File: src/sprite_quad_vertex_expander_unit_assert.svh
// ----------------------------------------------------------------------------
// Sprite quad vertex expander assertion macros
// Concurrent assertion shorthands on clk, disabled while rst_n is low.
// ----------------------------------------------------------------------------
`ifndef SPRITE_QUAD_VERTEX_EXPANDER_UNIT_ASSERT_SVH
`define SPRITE_QUAD_VERTEX_EXPANDER_UNIT_ASSERT_SVH

// a in the same cycle implies b
`define SQVE_ASSERT_SAME(lbl, a, b) \
  lbl: assert property (@(posedge clk) disable iff (!rst_n) (a) |-> (b)) \
    else $error("sqve assertion failed");

// a implies b in the next cycle
`define SQVE_ASSERT_NEXT(lbl, a, b) \
  lbl: assert property (@(posedge clk) disable iff (!rst_n) (a) |=> (b)) \
    else $error("sqve assertion failed");

`endif

File: src/sqve_pkg.sv
// ----------------------------------------------------------------------------
// Sprite quad vertex expander package
// Widths, descriptor types, corner tables and grid arithmetic helpers.
// ----------------------------------------------------------------------------
package sqve_pkg;

  localparam int FRAC_BITS = 16;
  localparam int DIR_FRAC  = 14;
  localparam int SIZE_W    = 31;
  localparam int HALF_W    = 16;
  localparam int DIR_W     = 16;
  localparam int BORD_W    = HALF_W + FRAC_BITS;
  localparam int LOC_W     = ((SIZE_W > BORD_W) ? SIZE_W : BORD_W) + 2;
  localparam int PROD_W    = LOC_W + DIR_W;
  localparam int SUM_W     = PROD_W + 1;
  localparam int SH_W      = SUM_W - DIR_FRAC;
  localparam int POS_W     = SH_W + 1;
  localparam int TEX_W     = 17;
  localparam int TS_W      = HALF_W + 3;
  localparam int IDX_W     = 6;

  localparam logic [IDX_W-1:0] PLAIN_LAST = IDX_W'(5);
  localparam logic [IDX_W-1:0] NINE_LAST  = IDX_W'(53);
  localparam logic [2:0]       STEP_LAST  = 3'd5;
  localparam logic [1:0]       CELL_LAST  = 2'd2;

  // corner steps, bit s is step s
  localparam logic [5:0] STEP_X = 6'b010110;
  localparam logic [5:0] STEP_Y = 6'b110100;

  localparam logic [TEX_W-1:0] TEX_MAX = {TEX_W{1'b1}};
  localparam logic signed [SUM_W-1:0] RND = SUM_W'(1) << (DIR_FRAC - 1);

  localparam int QDEPTH = 2;
  localparam int QPTR_W = $clog2(QDEPTH);
  localparam int QCNT_W = $clog2(QDEPTH + 1);

  typedef struct packed {
    logic signed [31:0]  pos_x;
    logic signed [31:0]  pos_y;
    logic [31:0]         pos_z;
    logic [SIZE_W-1:0]   size_w;
    logic [SIZE_W-1:0]   size_h;
    logic signed [DIR_W-1:0] dir_x;
    logic signed [DIR_W-1:0] dir_y;
    logic [HALF_W-1:0]   org_u;
    logic [HALF_W-1:0]   org_v;
    logic [HALF_W-1:0]   ext_u;
    logic [HALF_W-1:0]   ext_v;
    logic [HALF_W-1:0]   bor_u;
    logic [HALF_W-1:0]   bor_v;
    logic [31:0]         color;
    logic                nine;
    logic [IDX_W-1:0]    last_idx;
  } desc_t;

  typedef struct packed {
    logic signed [31:0] pos_x;
    logic signed [31:0] pos_y;
    logic [31:0]        pos_z;
    logic [TEX_W-1:0]   tex_u;
    logic [TEX_W-1:0]   tex_v;
    logic [31:0]        color;
    logic [IDX_W-1:0]   idx;
    logic               last;
  } pass_t;

  // c*full + (d-c)*border in position units
  function automatic logic signed [LOC_W-1:0] grid_off(logic [1:0] g,
                                                      logic [SIZE_W-1:0] full,
                                                      logic [HALF_W-1:0] bord);
    logic signed [LOC_W-1:0] f;
    logic signed [LOC_W-1:0] b;
    logic signed [LOC_W-1:0] r;
    f = $signed({{(LOC_W-SIZE_W){1'b0}}, full});
    b = $signed({{(LOC_W-BORD_W){1'b0}}, bord, {FRAC_BITS{1'b0}}});
    case (g)
      2'd0:    r = '0;
      2'd1:    r = b;
      2'd2:    r = f - b;
      default: r = f;
    endcase
    return r;
  endfunction

  // texture coordinate with clamp to 0..TEX_MAX
  function automatic logic [TEX_W-1:0] tex_coord(logic [HALF_W-1:0] org,
                                                 logic [1:0] g,
                                                 logic [HALF_W-1:0] ext,
                                                 logic [HALF_W-1:0] bord);
    logic signed [TS_W-1:0] o;
    logic signed [TS_W-1:0] e;
    logic signed [TS_W-1:0] b;
    logic signed [TS_W-1:0] t;
    logic [TEX_W-1:0] r;
    o = $signed({3'b000, org});
    e = $signed({3'b000, ext});
    b = $signed({3'b000, bord});
    case (g)
      2'd0:    t = o;
      2'd1:    t = o + b;
      2'd2:    t = o + e - b;
      default: t = o + e;
    endcase
    if (t < 0) begin
      r = '0;
    end else if (t > $signed({2'b00, TEX_MAX})) begin
      r = TEX_MAX;
    end else begin
      r = t[TEX_W-1:0];
    end
    return r;
  endfunction

  function automatic logic [31:0] sat32(logic signed [POS_W-1:0] v);
    logic [31:0] r;
    if (v > $signed({{(POS_W-32){1'b0}}, 32'h7FFF_FFFF})) begin
      r = 32'h7FFF_FFFF;
    end else if (v < $signed({{(POS_W-32){1'b1}}, 32'h8000_0000})) begin
      r = 32'h8000_0000;
    end else begin
      r = v[31:0];
    end
    return r;
  endfunction

endpackage

File: src/sqve_queue.sv
// ----------------------------------------------------------------------------
// Sprite quad vertex expander descriptor queue
// Short FIFO of sprite descriptors between the front and back ends.
// ----------------------------------------------------------------------------
module sqve_queue (
  input  logic                 clk,
  input  logic                 rst_n,
  input  logic                 push,
  input  sqve_pkg::desc_t      push_desc,
  input  logic                 pop,
  output logic                 full,
  output logic                 head_valid,
  output sqve_pkg::desc_t      head_desc
);

  sqve_pkg::desc_t                 entry_r [sqve_pkg::QDEPTH];
  logic [sqve_pkg::QPTR_W-1:0]     wr_ptr_r;
  logic [sqve_pkg::QPTR_W-1:0]     rd_ptr_r;
  logic [sqve_pkg::QCNT_W-1:0]     cnt_r;

  assign full       = (cnt_r == sqve_pkg::QCNT_W'(sqve_pkg::QDEPTH));
  assign head_valid = (cnt_r != '0);
  assign head_desc  = entry_r[rd_ptr_r];

  always_ff @(posedge clk) begin
    if (push) begin
      entry_r[wr_ptr_r] <= push_desc;
    end
  end

  always_ff @(posedge clk) begin
    if (!rst_n) begin
      wr_ptr_r <= '0;
      rd_ptr_r <= '0;
      cnt_r    <= '0;
    end else begin
      if (push) begin
        wr_ptr_r <= wr_ptr_r + 1'b1;
      end
      if (pop) begin
        rd_ptr_r <= rd_ptr_r + 1'b1;
      end
      if (push && !pop) begin
        cnt_r <= cnt_r + 1'b1;
      end else if (pop && !push) begin
        cnt_r <= cnt_r - 1'b1;
      end
    end
  end

endmodule

File: config.mk
export PLATFORM = sky130hd
export DESIGN_NAME = sqve_queue
export DESIGN_NICKNAME = d
export VERILOG_FILES = /design/src/sprite_quad_vertex_expander_unit_assert.svh /design/src/sqve_pkg.sv /design/src/sqve_queue.sv
export SDC_FILE = /design/constraint.sdc
export NUM_CORES = 1
export LEC_CHECK = 0
export BUFFER_PORTS_ARGS = -buffer_cell sky130_fd_sc_hd__clkbuf_2
export CORE_ASPECT_RATIO = 1.2
export CORE_MARGIN = 10
export CORE_UTILIZATION = 23
export CTS_CLUSTER_DIAMETER = 40
export DETAILED_ROUTE_END_ITERATION = 8
export MAX_ROUTING_LAYER = met4
export PLACE_DENSITY_LB_ADDON = 0.15
export SETUP_SLACK_MARGIN = 0.4
export SLEW_MARGIN = 20
export SYNTH_ARGS = -nofsm -noshare
export SYNTH_HDL_FRONTEND = slang
export SYNTH_SLANG_ARGS = --single-unit
File: constraint.sdc
create_clock -name clk -period 47.2 [get_ports clk]
set_input_delay 7.08 -clock clk [delete_from_list [all_inputs] [get_ports clk]]
set_output_delay 7.08 -clock clk [all_outputs]
set_load 0.01 [all_outputs]
### Yosys cells after proc, flatten, opt, wreduce, memory -nomap -nowiden

Memory sizes are Yosys's and may differ from the RTL's. A register that Yosys moved wholly into a read port is not among the register bits.
Index checks and enable logic that the tools add are counted.

| cells by class | value |
|---|---|
| add/sub/neg operators | 4 |
| eq/ne operators | 1 |
| mux-type cells | 6 |
| reductions and logical operators | 6 |

Operator list:

| cell | number |
|---|---|
| $mux W1 | 4 |
| $mux W2 | 2 |
| $reduce_bool A2 Y1 | 2 |
| $add A1 B1 Y1 const B | 2 |
| $add A2 B1 Y2 const B | 1 |
| $eq A2 B2 Y1 const B | 1 |
| $logic_and A1 B1 Y1 | 2 |
| $logic_not A1 Y1 | 2 |
| $sub A2 B1 Y2 const B | 1 |

| word-level totals | value |
|---|---|
| flip-flop bits (word level) | 4 |
| memory bits (writable) | 650 |
| input port bits | 329 |
| word-level logic and storage cells | 21 |
| memories kept | 1 |

Memories:

| name | depth | width | read ports | clocked after memory_dff | write ports | RTL line | source |
|---|---|---|---|---|---|---|---|
| entry_r | 2 | 325 | 1 | 1 | 1 | sqve_queue.sv:16 | `sqve_pkg::desc_t entry_r [sqve_pkg::QDEPTH];` |

### Depth between registers and ports, before layout

Gate-level depths: netlist of run 1.

| depth | value |
|---|---|
| depth in word-level cells | 4 |
| depth in mapped cells | 5 |
| depth with buffers taken out | 5 |

### Worst setup path before layout of run 1

Ideal clock, no wire load.

| timing | value |
|---|---|
| kind | input to register |
| start | in push |
| end | reg wr_ptr_r |
| arrival time | 22.099 ns |
| data required time | 47.075 ns |
| path slack | 24.976 ns |
| stages on the path | 2 |
| buffers on the path | 0 |
| cell sequence | nor2b_1 -> o21a_1 |

RTL lines:

| item | RTL line | source |
|---|---|---|
| from (decl) | sqve_queue.sv:8 | `input logic push,` |
| to (signal assigned) | sqve_queue.sv:38 | `wr_ptr_r <= wr_ptr_r + 1'b1;` |
| to (decl) | sqve_queue.sv:17 | `logic [sqve_pkg::QPTR_W-1:0] wr_ptr_r;` |

==> summary.md, run 1 <==
| Metric | Value |
|---|---|
| Outcome | `finished, final reports clean` |
| VDD IR max | `33.8 uV` |
| Top Layer Used | `met4` |
| Period Utilization, post-route | `24.3%` |
| Pwr Density | `48.1 nW/um^2` |
| Residual DRC count | `0` |
| CP max stage delay | `0.88 ns` |
| Clock-pin slew on the worst setup and hold paths | `0.05 ns` |
| CTS root buf | `clkbuf_16` |
| Largest net degree at the start of global routing | `146` |
| Post-synthesis cell area | `24700 sq um` |
| Slew @ Worst Pin | `1.16 ns` |
| Crit Path Class | `flop to output port` |
| Top fanout value on the critical path | `60` |
| Gr ovfl total | `0` |
| Port Buffers | `655` |
| Cell taking the most area after synthesis | `edfxtp_1` |
| Critical Path AT | `4.37 ns` |
| Post-CTS Setup Bufs | `0` |
| Multi-input gate area | `4720 sq um` |
| Cell Rows | `131` |
| Final antenna-violating net count | `0` |
| Synth warn | `0` |
| RSZ-0062 raised after global routing | `no` |
| Die X | `319 microns` |
| Most common cell on crit path | `buf_4` |
| Crit-path cells | `buf_4, buf_4, buf_4, mux2_4, clkbuf_2` |
| Final Hold Viols | `0` |
| Initial antenna violation count | `15` |
| CP max-delay cell | `buf_4` |
| Synth top area cells | `edfxtp_1, mux2_4, mux2_2` |
| DR WL met3 | `6090 microns` |
| Element type at the critical path start | `flop` |
| Final count of pins violating max slew | `0` |
| Clock skew | `0.0222 ns` |
| Pwr Total | `1590 uW` |
| Die area | `121000 sq um` |
| #FFs+latches synth | `655` |
| CTS Buffer Depth | `3` |
| Setup TNS | `0 ns` |
| Effective utilization at floorplan | `23.2%` |
| Drt initial violations | `518` |
| Met1 WL | `24100 microns` |
| CTS Buf Count | `100` |
| Fin nets | `2097` |
| Dpl hpwl | `49000 microns` |
| Layout cells sized above 1 | `62.8%` |
| # fillers | `10.5k` |
| Placed Area | `29500 sq um` |
| Layout area overhead | `33.6%` |
| Worst Hold Class | `flop to flop` |
| Clk sinks | `655` |
| Cell variety after synth | `17` |
| Seq. cell area | `19600 sq um` |
| Routed wire length | `68500 microns` |
| Wire length per cell | `21.0 microns` |
| Post-route design area | `33000 sq um` |
| Final GP Congestion | `0.734` |
| Vias per cell | `3.82` |
| Critical Path End Type | `output port` |
| P_leak | `0.0128 uW` |
| Synth top area share | `79.0%` |
| Post-CTS Hold Fix Bufs | `0` |
| Achievable Freq | `0.0873 GHz` |
| Vias | `12.5k` |
| CTS tree | `yes` |
| Detailed Routing Iterations Pass 1 | `4` |
| Clk_lat worst skew | `0.68 ns` |
| Req. time, crit path | `40.12 ns` |
| Area of the core | `107000 sq um` |
| Synthesized area per cell | `23.9 sq um` |
| Relative slew margins | `22.8%` |
| Metal2 WL | `36600 microns` |
| Synthesized instance count | `1033` |
| CTS resizes | `0` |
| # Max-Cap Violations | `0` |
| Setup violations, final | `0` |
| First-pass GRT wire length | `96500 microns` |
| Seq/Total Area, Yosys | `79.4%` |
| Syn_nets | `1363` |
| Die Ht | `379 microns` |
| Max H-tree Level | `3` |
| Fin crit period | `11.45 ns` |
| # IOs | `656` |
| Number of global-route vias before repair | `13.9k` |
| Total global-route track usage | `11.3%` |
==> power breakdown <==
part / internal, uW / switching (uW) / leakage, uW / total (uW)
clock network: 473 / 277 / 0.00169 / 750
logic: 72.9 / 81.0 / 0.00501 / 154
registers: 674 / 7.46 / 0.00614 / 682
==> per-layer routing <==
| layer | vias to the layer above | track usage, % |
|---|---|---|
| met5 | - | - |
| met4 | 0 | 4.58 |
| met3 | 98 | 4.83 |
| met2 | 448 | 19.8 |
| met1 | 6253 | 10.8 |
| li1 | 5677 | - |
==> final timing paths <==
kind / depth (start not counted) / to / startpoint / slack (ns)
setup reg to reg: 3 / entry_r[1][59]$_DFFE_PP_ / wr_ptr_r$_SDFFE_PN0P_ / 43.79
hold / removal: 2 / cnt_r[1]$_SDFFE_PN0P_ / cnt_r[1]$_SDFFE_PN0P_ / 0.52
hold reg to reg: 2 / cnt_r[1]$_SDFFE_PN0P_ / cnt_r[1]$_SDFFE_PN0P_ / 0.52
setup / recovery: 5 / head_desc[263] / flop / 35.75
==> cells in the final DEF, fill, tap and decap left out, types with 2 or more instances in the layout <==
cell / n
nor2b_1: 2
clkinv_2: 17
clkinvlp_4: 6
xor2_1: 2
clkinv_8: 2
bufinv_16: 13
dfxtp_1: 4
clkbuf_2: 655
clkinv_1: 9
clkinv_4: 10
clkbuf_1: 12
edfxtp_1: 650
mux2_4: 250
buf_4: 11
inv_8: 6
and2_1: 3
buf_12: 2
clkbuf_16: 102
inv_6: 11
mux2_2: 75
diode_2: 17
==> cell families after synthesis <==
family | after synthesis | synth area share [%]
XOR/XNOR | 3 | 0.106
adder cells (fa/ha/maj) | 1 | 0.0507
AND/OR/NAND/NOR | 9 | 0.228
flip-flops | 655 | 79.4
multiplexers | 325 | 18.6
buffers and inverters | 37 | 1.48
AO/OA/AOI/OAI | 3 | 0.0811
==> cell usage after synthesis <==
master / n
o21ai_0: 1
buf_6: 29
mux2_4: 250
or2_2: 1
o21a_1: 1
dfxtp_1: 5
edfxtp_1: 650
inv_1: 1
buf_2: 7
ha_1: 1
and2_1: 4
a21boi_0: 1
xor2_1: 2
xnor2_1: 1
nor2b_1: 3
mux2_2: 75
or3_1: 1
==> state kept, by name, indices dropped and copies added, names as in the netlist, named ones only <==
register	flops
wr_ptr_r	1
rd_ptr_r	1
cnt_r	2
entry_r	650
==> layout make-up <==
cell class	instances	area share, %
Clock inverter	75	2.60
Inverter	1	0.0114
Multi-Input combinational cell	341	14.3
Antenna cell	17	0.129
Timing Repair Buffer	668	10.3
Clock buffer	114	7.87
Sequential cell	655	59.5
Tap cell	1396	5.29
==> through the flow <==
step           std cells  setup slack [ns]  hold slack, ns  util, %
2_1_floorplan       1033             24.98           0.468        -
3_3_place_gp        3061             36.37           0.486     27.7
3_5_place_dp        3061             36.27           0.520     27.7
4_1_cts             3250             35.49           0.530     30.9
5_1_grt             3265             35.41           0.591     31.0
6_report            3267             35.75           0.524     31.0
==> worst max-delay path, delay by kind of cell, from the launching register on <==
family   cells  cell delay [ns]
flops        1             0.56
buf+inv      4             2.62
mux          1             0.36
Note: power is estimated with default switching activity, not from simulation.
==> inputs of run 2 (changes only) <==
clock period = 10.2 ns   (was 47.2 ns; I/O delays follow)
==> run 2 against run 1 <==
Compared with the run above:
- setup slack got worse by 31 ns
- global-route usage decreased by 0.11 points
- utilization about the same
- routed wire length decreased by 0.45%
- design area increased by 0.14%
- critical endpoint is now head_desc[309]
- largest power group unchanged
==> summary.md, run 2 (synthesis results as in run 1) <==
| Metric | Value |
|---|---|
| Cell Rows | `131` |
| Layout area overhead | `33.8%` |
| Port Buffers | `655` |
| Worst Hold Class | `flop to flop` |
| Die Ht | `379 microns` |
| VDD IR max | `121 uV` |
| CTS root buf | `clkbuf_16` |
| CTS Buf Count | `101` |
| Period Utilization, post-route | `49.4%` |
| Setup violations, final | `0` |
| Dpl hpwl | `48000 microns` |
| P_leak | `0.0129 uW` |
| Clk sinks | `655` |
| Drt initial violations | `636` |
| Element type at the critical path start | `flop` |
| Critical Path End Type | `output port` |
| First-pass GRT wire length | `96000 microns` |
| RSZ-0062 raised after global routing | `no` |
| Number of flip-flops in the largest register | `650` |
| Most common library cell in the layout ignoring fill and taps | `clkbuf_2` |
| Max H-tree Level | `3` |
| Number of global-route vias before repair | `14.0k` |
| Detailed Routing Iterations Pass 1 | `4` |
| Slew @ Worst Pin | `1.06 ns` |
| # IOs | `656` |
| Setup TNS | `0 ns` |
| Gr ovfl total | `0` |
| Clk_lat worst skew | `0.66 ns` |
| Final count of pins violating max slew | `0` |
| Seq. cell area | `19600 sq um` |
| Top Registers | `entry_r (650), cnt_r (2)` |
| Fin crit period | `5.04 ns` |
| Relative slew margins | `29.6%` |
| # Max-Cap Violations | `0` |
| Crit Path Class | `flop to output port` |
| Pwr Density | `223 nW/um^2` |
| Die X | `319 microns` |
| Final Hold Viols | `0` |
| Post-CTS Setup Bufs | `0` |
| Critical Path AT | `3.51 ns` |
| Layout cells sized above 1 | `62.7%` |
| Outcome | `finished, final reports clean` |
| Req. time, crit path | `8.67 ns` |
| CTS Buffer Depth | `3` |
| CTS resizes | `0` |
| Total global-route track usage | `11.2%` |
| Wire length per cell | `20.9 microns` |
| Residual DRC count | `0` |
| Achievable Freq | `0.199 GHz` |
| CTS tree | `yes` |
| Clock skew | `0.0281 ns` |
| Area of the core | `107000 sq um` |
| Clock-pin slew on the worst setup and hold paths | `0.06 ns` |
| Effective utilization at floorplan | `23.2%` |
| Vias | `12.6k` |
| Post-CTS Hold Fix Bufs | `0` |
| # fillers | `10.5k` |
| Routed wire length | `68200 microns` |
| Top fanout value on the critical path | `117` |
| Post-layout util | `31.0%` |
| Vias per cell | `3.85` |
| Initial antenna violation count | `23` |
| Largest net degree at the start of global routing | `135` |
| Die area | `121000 sq um` |
| Final GP Congestion | `0.732` |
| Register with the most flip-flops | `entry_r` |
| Final antenna-violating net count | `0` |
| Most frequent cells in the layout | `clkbuf_2, edfxtp_1, mux2_4` |
| Fin nets | `2095` |
| Multi-input gate area | `4720 sq um` |
[run 2: critical path, stage by stage (launching register included)]
cell      delay, ns
dfxtp_4        0.73
buf_4          0.67
buf_12         0.70
mux2_2         0.41
clkbuf_2       0.13
[run 2: layer usage]
layer | global-route usage, % | vias to the layer above | share of wire, %
met5 | - | - | 0
met1 | 11.8 | 6267 | 39
met2 | 18.1 | 520 | 49
li1 | - | 5667 | -
met3 | 5.06 | 109 | 9.5
met4 | 4.59 | 0 | 2.7
[run 2: worst paths after layout]
kind | from | to | slack (ns) | depth (start not counted)
worst max register to register | wr_ptr_r$_SDFFE_PN0P_ | entry_r[1][172]$_DFFE_PP_ | 7.58 | 3
worst max-delay path | flop | head_desc[309] | 5.16 | 4
worst min-delay path | cnt_r[1]$_SDFFE_PN0P_ | cnt_r[1]$_SDFFE_PN0P_ | 0.53 | 2
worst min register to register | cnt_r[1]$_SDFFE_PN0P_ | cnt_r[1]$_SDFFE_PN0P_ | 0.53 | 2
[run 2: final cells by class]
| type | count | area share, % |
|---|---|---|
| Antenna cell | 22 | 0.167 |
| Clock buffer | 109 | 7.74 |
| Clock inverter | 77 | 2.73 |
| Inverter | 1 | 0.0114 |
| Multi-Input combinational cell | 341 | 14.3 |
| Sequential cell | 655 | 59.4 |
| Tap cell | 1396 | 5.29 |
| Timing Repair Buffer | 665 | 10.4 |
[run 2: power breakdown]
part	leakage, uW	internal, uW	switching (uW)	total (uW)
clock	0.00170	2230	1260	3490
sequential	0.00614	3120	38.5	3160
combinational	0.00501	339	373	712
[run 2: per-stage QoR]
step / power [uW] / std cells / hold slack, ns / setup slack, ns / cell area [sq um]
6_report: 7360 / 3266 / 0.528 / 5.16 / 33000
3_5_place_dp: 3950 / 3058 / 0.527 / 5.78 / 29500
5_1_grt: 7660 / 3265 / 0.589 / 4.95 / 33000
4_1_cts: 7500 / 3244 / 0.535 / 5.02 / 33000
3_3_place_gp: 3940 / 3058 / 0.496 / 5.81 / 29500
2_1_floorplan: 3650 / 1033 / 0.468 / 0.669 / 24700
==> inputs of run 3 (changes only) <==
clock period = 5.05 ns   (was 10.2 ns; I/O delays follow)
==> run 3 against run 2 <==
Compared with the run above:
- clock skew fell by 0.0074 ns
- largest power group unchanged
- via count rose by 0.98%
- highest routed layer unchanged
- utilization rose by 0.28 points
- sequential power rose by 100%
- clock-buffer cell count rose by 15
- routed wire length rose by 5.4%
==> summary.md, run 3 (synthesis results as in run 1) <==
| Metric | Value |
|---|---|
| CP max-delay cell | `dfxtp_4` |
| Worst R2R Path Depth | `2` |
| Slew @ Worst Pin | `1.03 ns` |
| CP Buf/Inv Count | `2` |
| Top fanout value on the critical path | `80` |
| Worst Hold Class | `input pin to flop` |
| # Max-Cap Violations | `0` |
| R2R Path Start | `wr_ptr_r$_SDFFE_PN0P_` |
| Layout cells sized above 1 | `62.8%` |
| Vias per cell | `3.85` |
| CTS Buf Count | `104` |
| Largest net degree at the start of global routing | `125` |
| Number of global-route vias before repair | `14.4k` |
| CTS tree | `yes` |
| Layout area overhead | `35.0%` |
| Worst Setup EP | `head_desc[304]` |
| Die X | `319 microns` |
| Clock-pin slew on the worst setup and hold paths | `0.06 ns` |
| Die Ht | `379 microns` |
| CTS Buffer Depth | `3` |
| Final Hold Viols | `0` |
| Effective utilization at floorplan | `23.2%` |
| Post-CTS Hold Fix Bufs | `0` |
| Max H-tree Level | `3` |
| VDD IR max | `300 uV` |
| Final hold slack | `0.231 ns` |
| Port Buffers | `655` |
| Clock skew | `0.0208 ns` |
| Vias | `12.7k` |
| Cell Rows | `131` |
| CTS root buf | `clkbuf_16` |
| Routed wire length | `71900 microns` |
| Critical Path AT | `2.66 ns` |
| Final count of pins violating max slew | `0` |
| Element type at the critical path start | `flop` |
| Pwr Density | `451 nW/um^2` |
| Achievable Freq | `0.292 GHz` |
| # IOs | `656` |
| Dpl hpwl | `52700 microns` |
| Setup violations, final | `0` |
| Area of the core | `107000 sq um` |
| Outcome | `finished, final reports clean` |
| Final antenna-violating net count | `0` |
| Clk sinks | `655` |
| Detailed Routing Iterations Pass 1 | `6` |
| First-pass GRT wire length | `101000 microns` |
| Reg2Reg Setup Slack | `3.00 ns` |
| Wire length per cell | `21.8 microns` |
| CTS resizes | `0` |
| Drt initial violations | `638` |
| Initial antenna violation count | `26` |
| Fin nets | `2118` |
| Post-layout util | `31.3%` |
| Crit-path leading delay family | `flip-flops` |
| Period Utilization, post-route | `67.8%` |
| Gr ovfl total | `0` |
| Total global-route track usage | `11.9%` |
| Reg-to-Reg End | `entry_r[1][177]$_DFFE_PP_` |
| Crit path depth | `3` |
| CP max stage delay | `0.78 ns` |
| Crit Path Class | `flop to output port` |
| Most frequent cells in the layout | `clkbuf_2, edfxtp_1, mux2_4` |
| P_leak | `0.0130 uW` |
| Relative slew margins | `31.3%` |
| Number of flip-flops in the largest register | `650` |
| Residual DRC count | `0` |
| Register with the most flip-flops | `entry_r` |
| Critical Path End Type | `output port` |
| RSZ-0062 raised after global routing | `no` |
| Fin crit period | `3.42 ns` |
| Most common library cell in the layout ignoring fill and taps | `clkbuf_2` |
| Crit-path cells | `buf_12, mux2_2, clkbuf_2` |
| Top Registers | `entry_r (650), cnt_r (2)` |
| Final GP Congestion | `0.760` |
| Clk_lat worst skew | `0.71 ns` |
| Die area | `121000 sq um` |
| Post-CTS Setup Bufs | `0` |
| Req. time, crit path | `4.29 ns` |
==> run 3: changes by cell type in the layout (fill, tap and decap cells not counted), sizes merged <==
cell / previous run / this run
buf: 10 / 30
bufinv: 16 / 13
clkbuf: 764 / 779
clkinv: 44 / 28
clkinvlp: 4 / 12
diode: 22 / 21
inv: 14 / 19
==> run 3: metrics by stage <==
step / setup TNS, ns / total power, uW / instance area (sq um) / setup WS (ns) / std cells
finish: 0 / 15000 / 33300 / 1.63 / 3294
global route: 0 / 15700 / 33300 / 1.48 / 3294
CTS: 0 / 15400 / 33300 / 1.46 / 3273
detailed placement: 0 / 8000 / 29700 / 2.24 / 3078
global placement: 0 / 7980 / 29700 / 2.28 / 3078
floorplan: -376.66 / 7350 / 24700 / -1.01 / 1033
==> run 3: per-layer routing <==
metal	part of all wire [%]	track usage (%)
met1	36	11.7
met4	2.8	5.44
met3	9.1	5.20
met5	0	-
met2	52	20.3
==> run 3: cell type report <==
cell class | count | area [sq um]
Clock buffer | 124 | 2720
Tap cell | 1396 | 1750
Inverter | 1 | 3.75
Sequential cell | 655 | 19600
Fill cell | 10500 | 73200
Clock inverter | 71 | 855
Multi-Input combinational cell | 341 | 4720
Timing Repair Buffer | 685 | 3620
Antenna cell | 21 | 52.6
==> run 3: worst min-delay path by stage <==
stage                                startpoint                        end  slack, ns  depth (start not counted)
after floorplan           cnt_r[1]$_SDFFE_PN0P_      cnt_r[1]$_SDFFE_PN0P_       0.47                          2
after global placement    cnt_r[1]$_SDFFE_PN0P_      cnt_r[1]$_SDFFE_PN0P_       0.49                          2
after detailed placement  cnt_r[1]$_SDFFE_PN0P_      cnt_r[1]$_SDFFE_PN0P_       0.50                          2
after CTS                        push_desc[299]  entry_r[1][299]$_DFFE_PP_       0.16                          1
after global routing             push_desc[103]  entry_r[0][103]$_DFFE_PP_       0.19                          1
final                            push_desc[275]  entry_r[1][275]$_DFFE_PP_       0.23                          1
==> run 3: report_power, final <==
group	internal, uW	switching [uW]
clock	4560	2650
combinational	697	751
sequential	6300	89.5
total	11600	3490
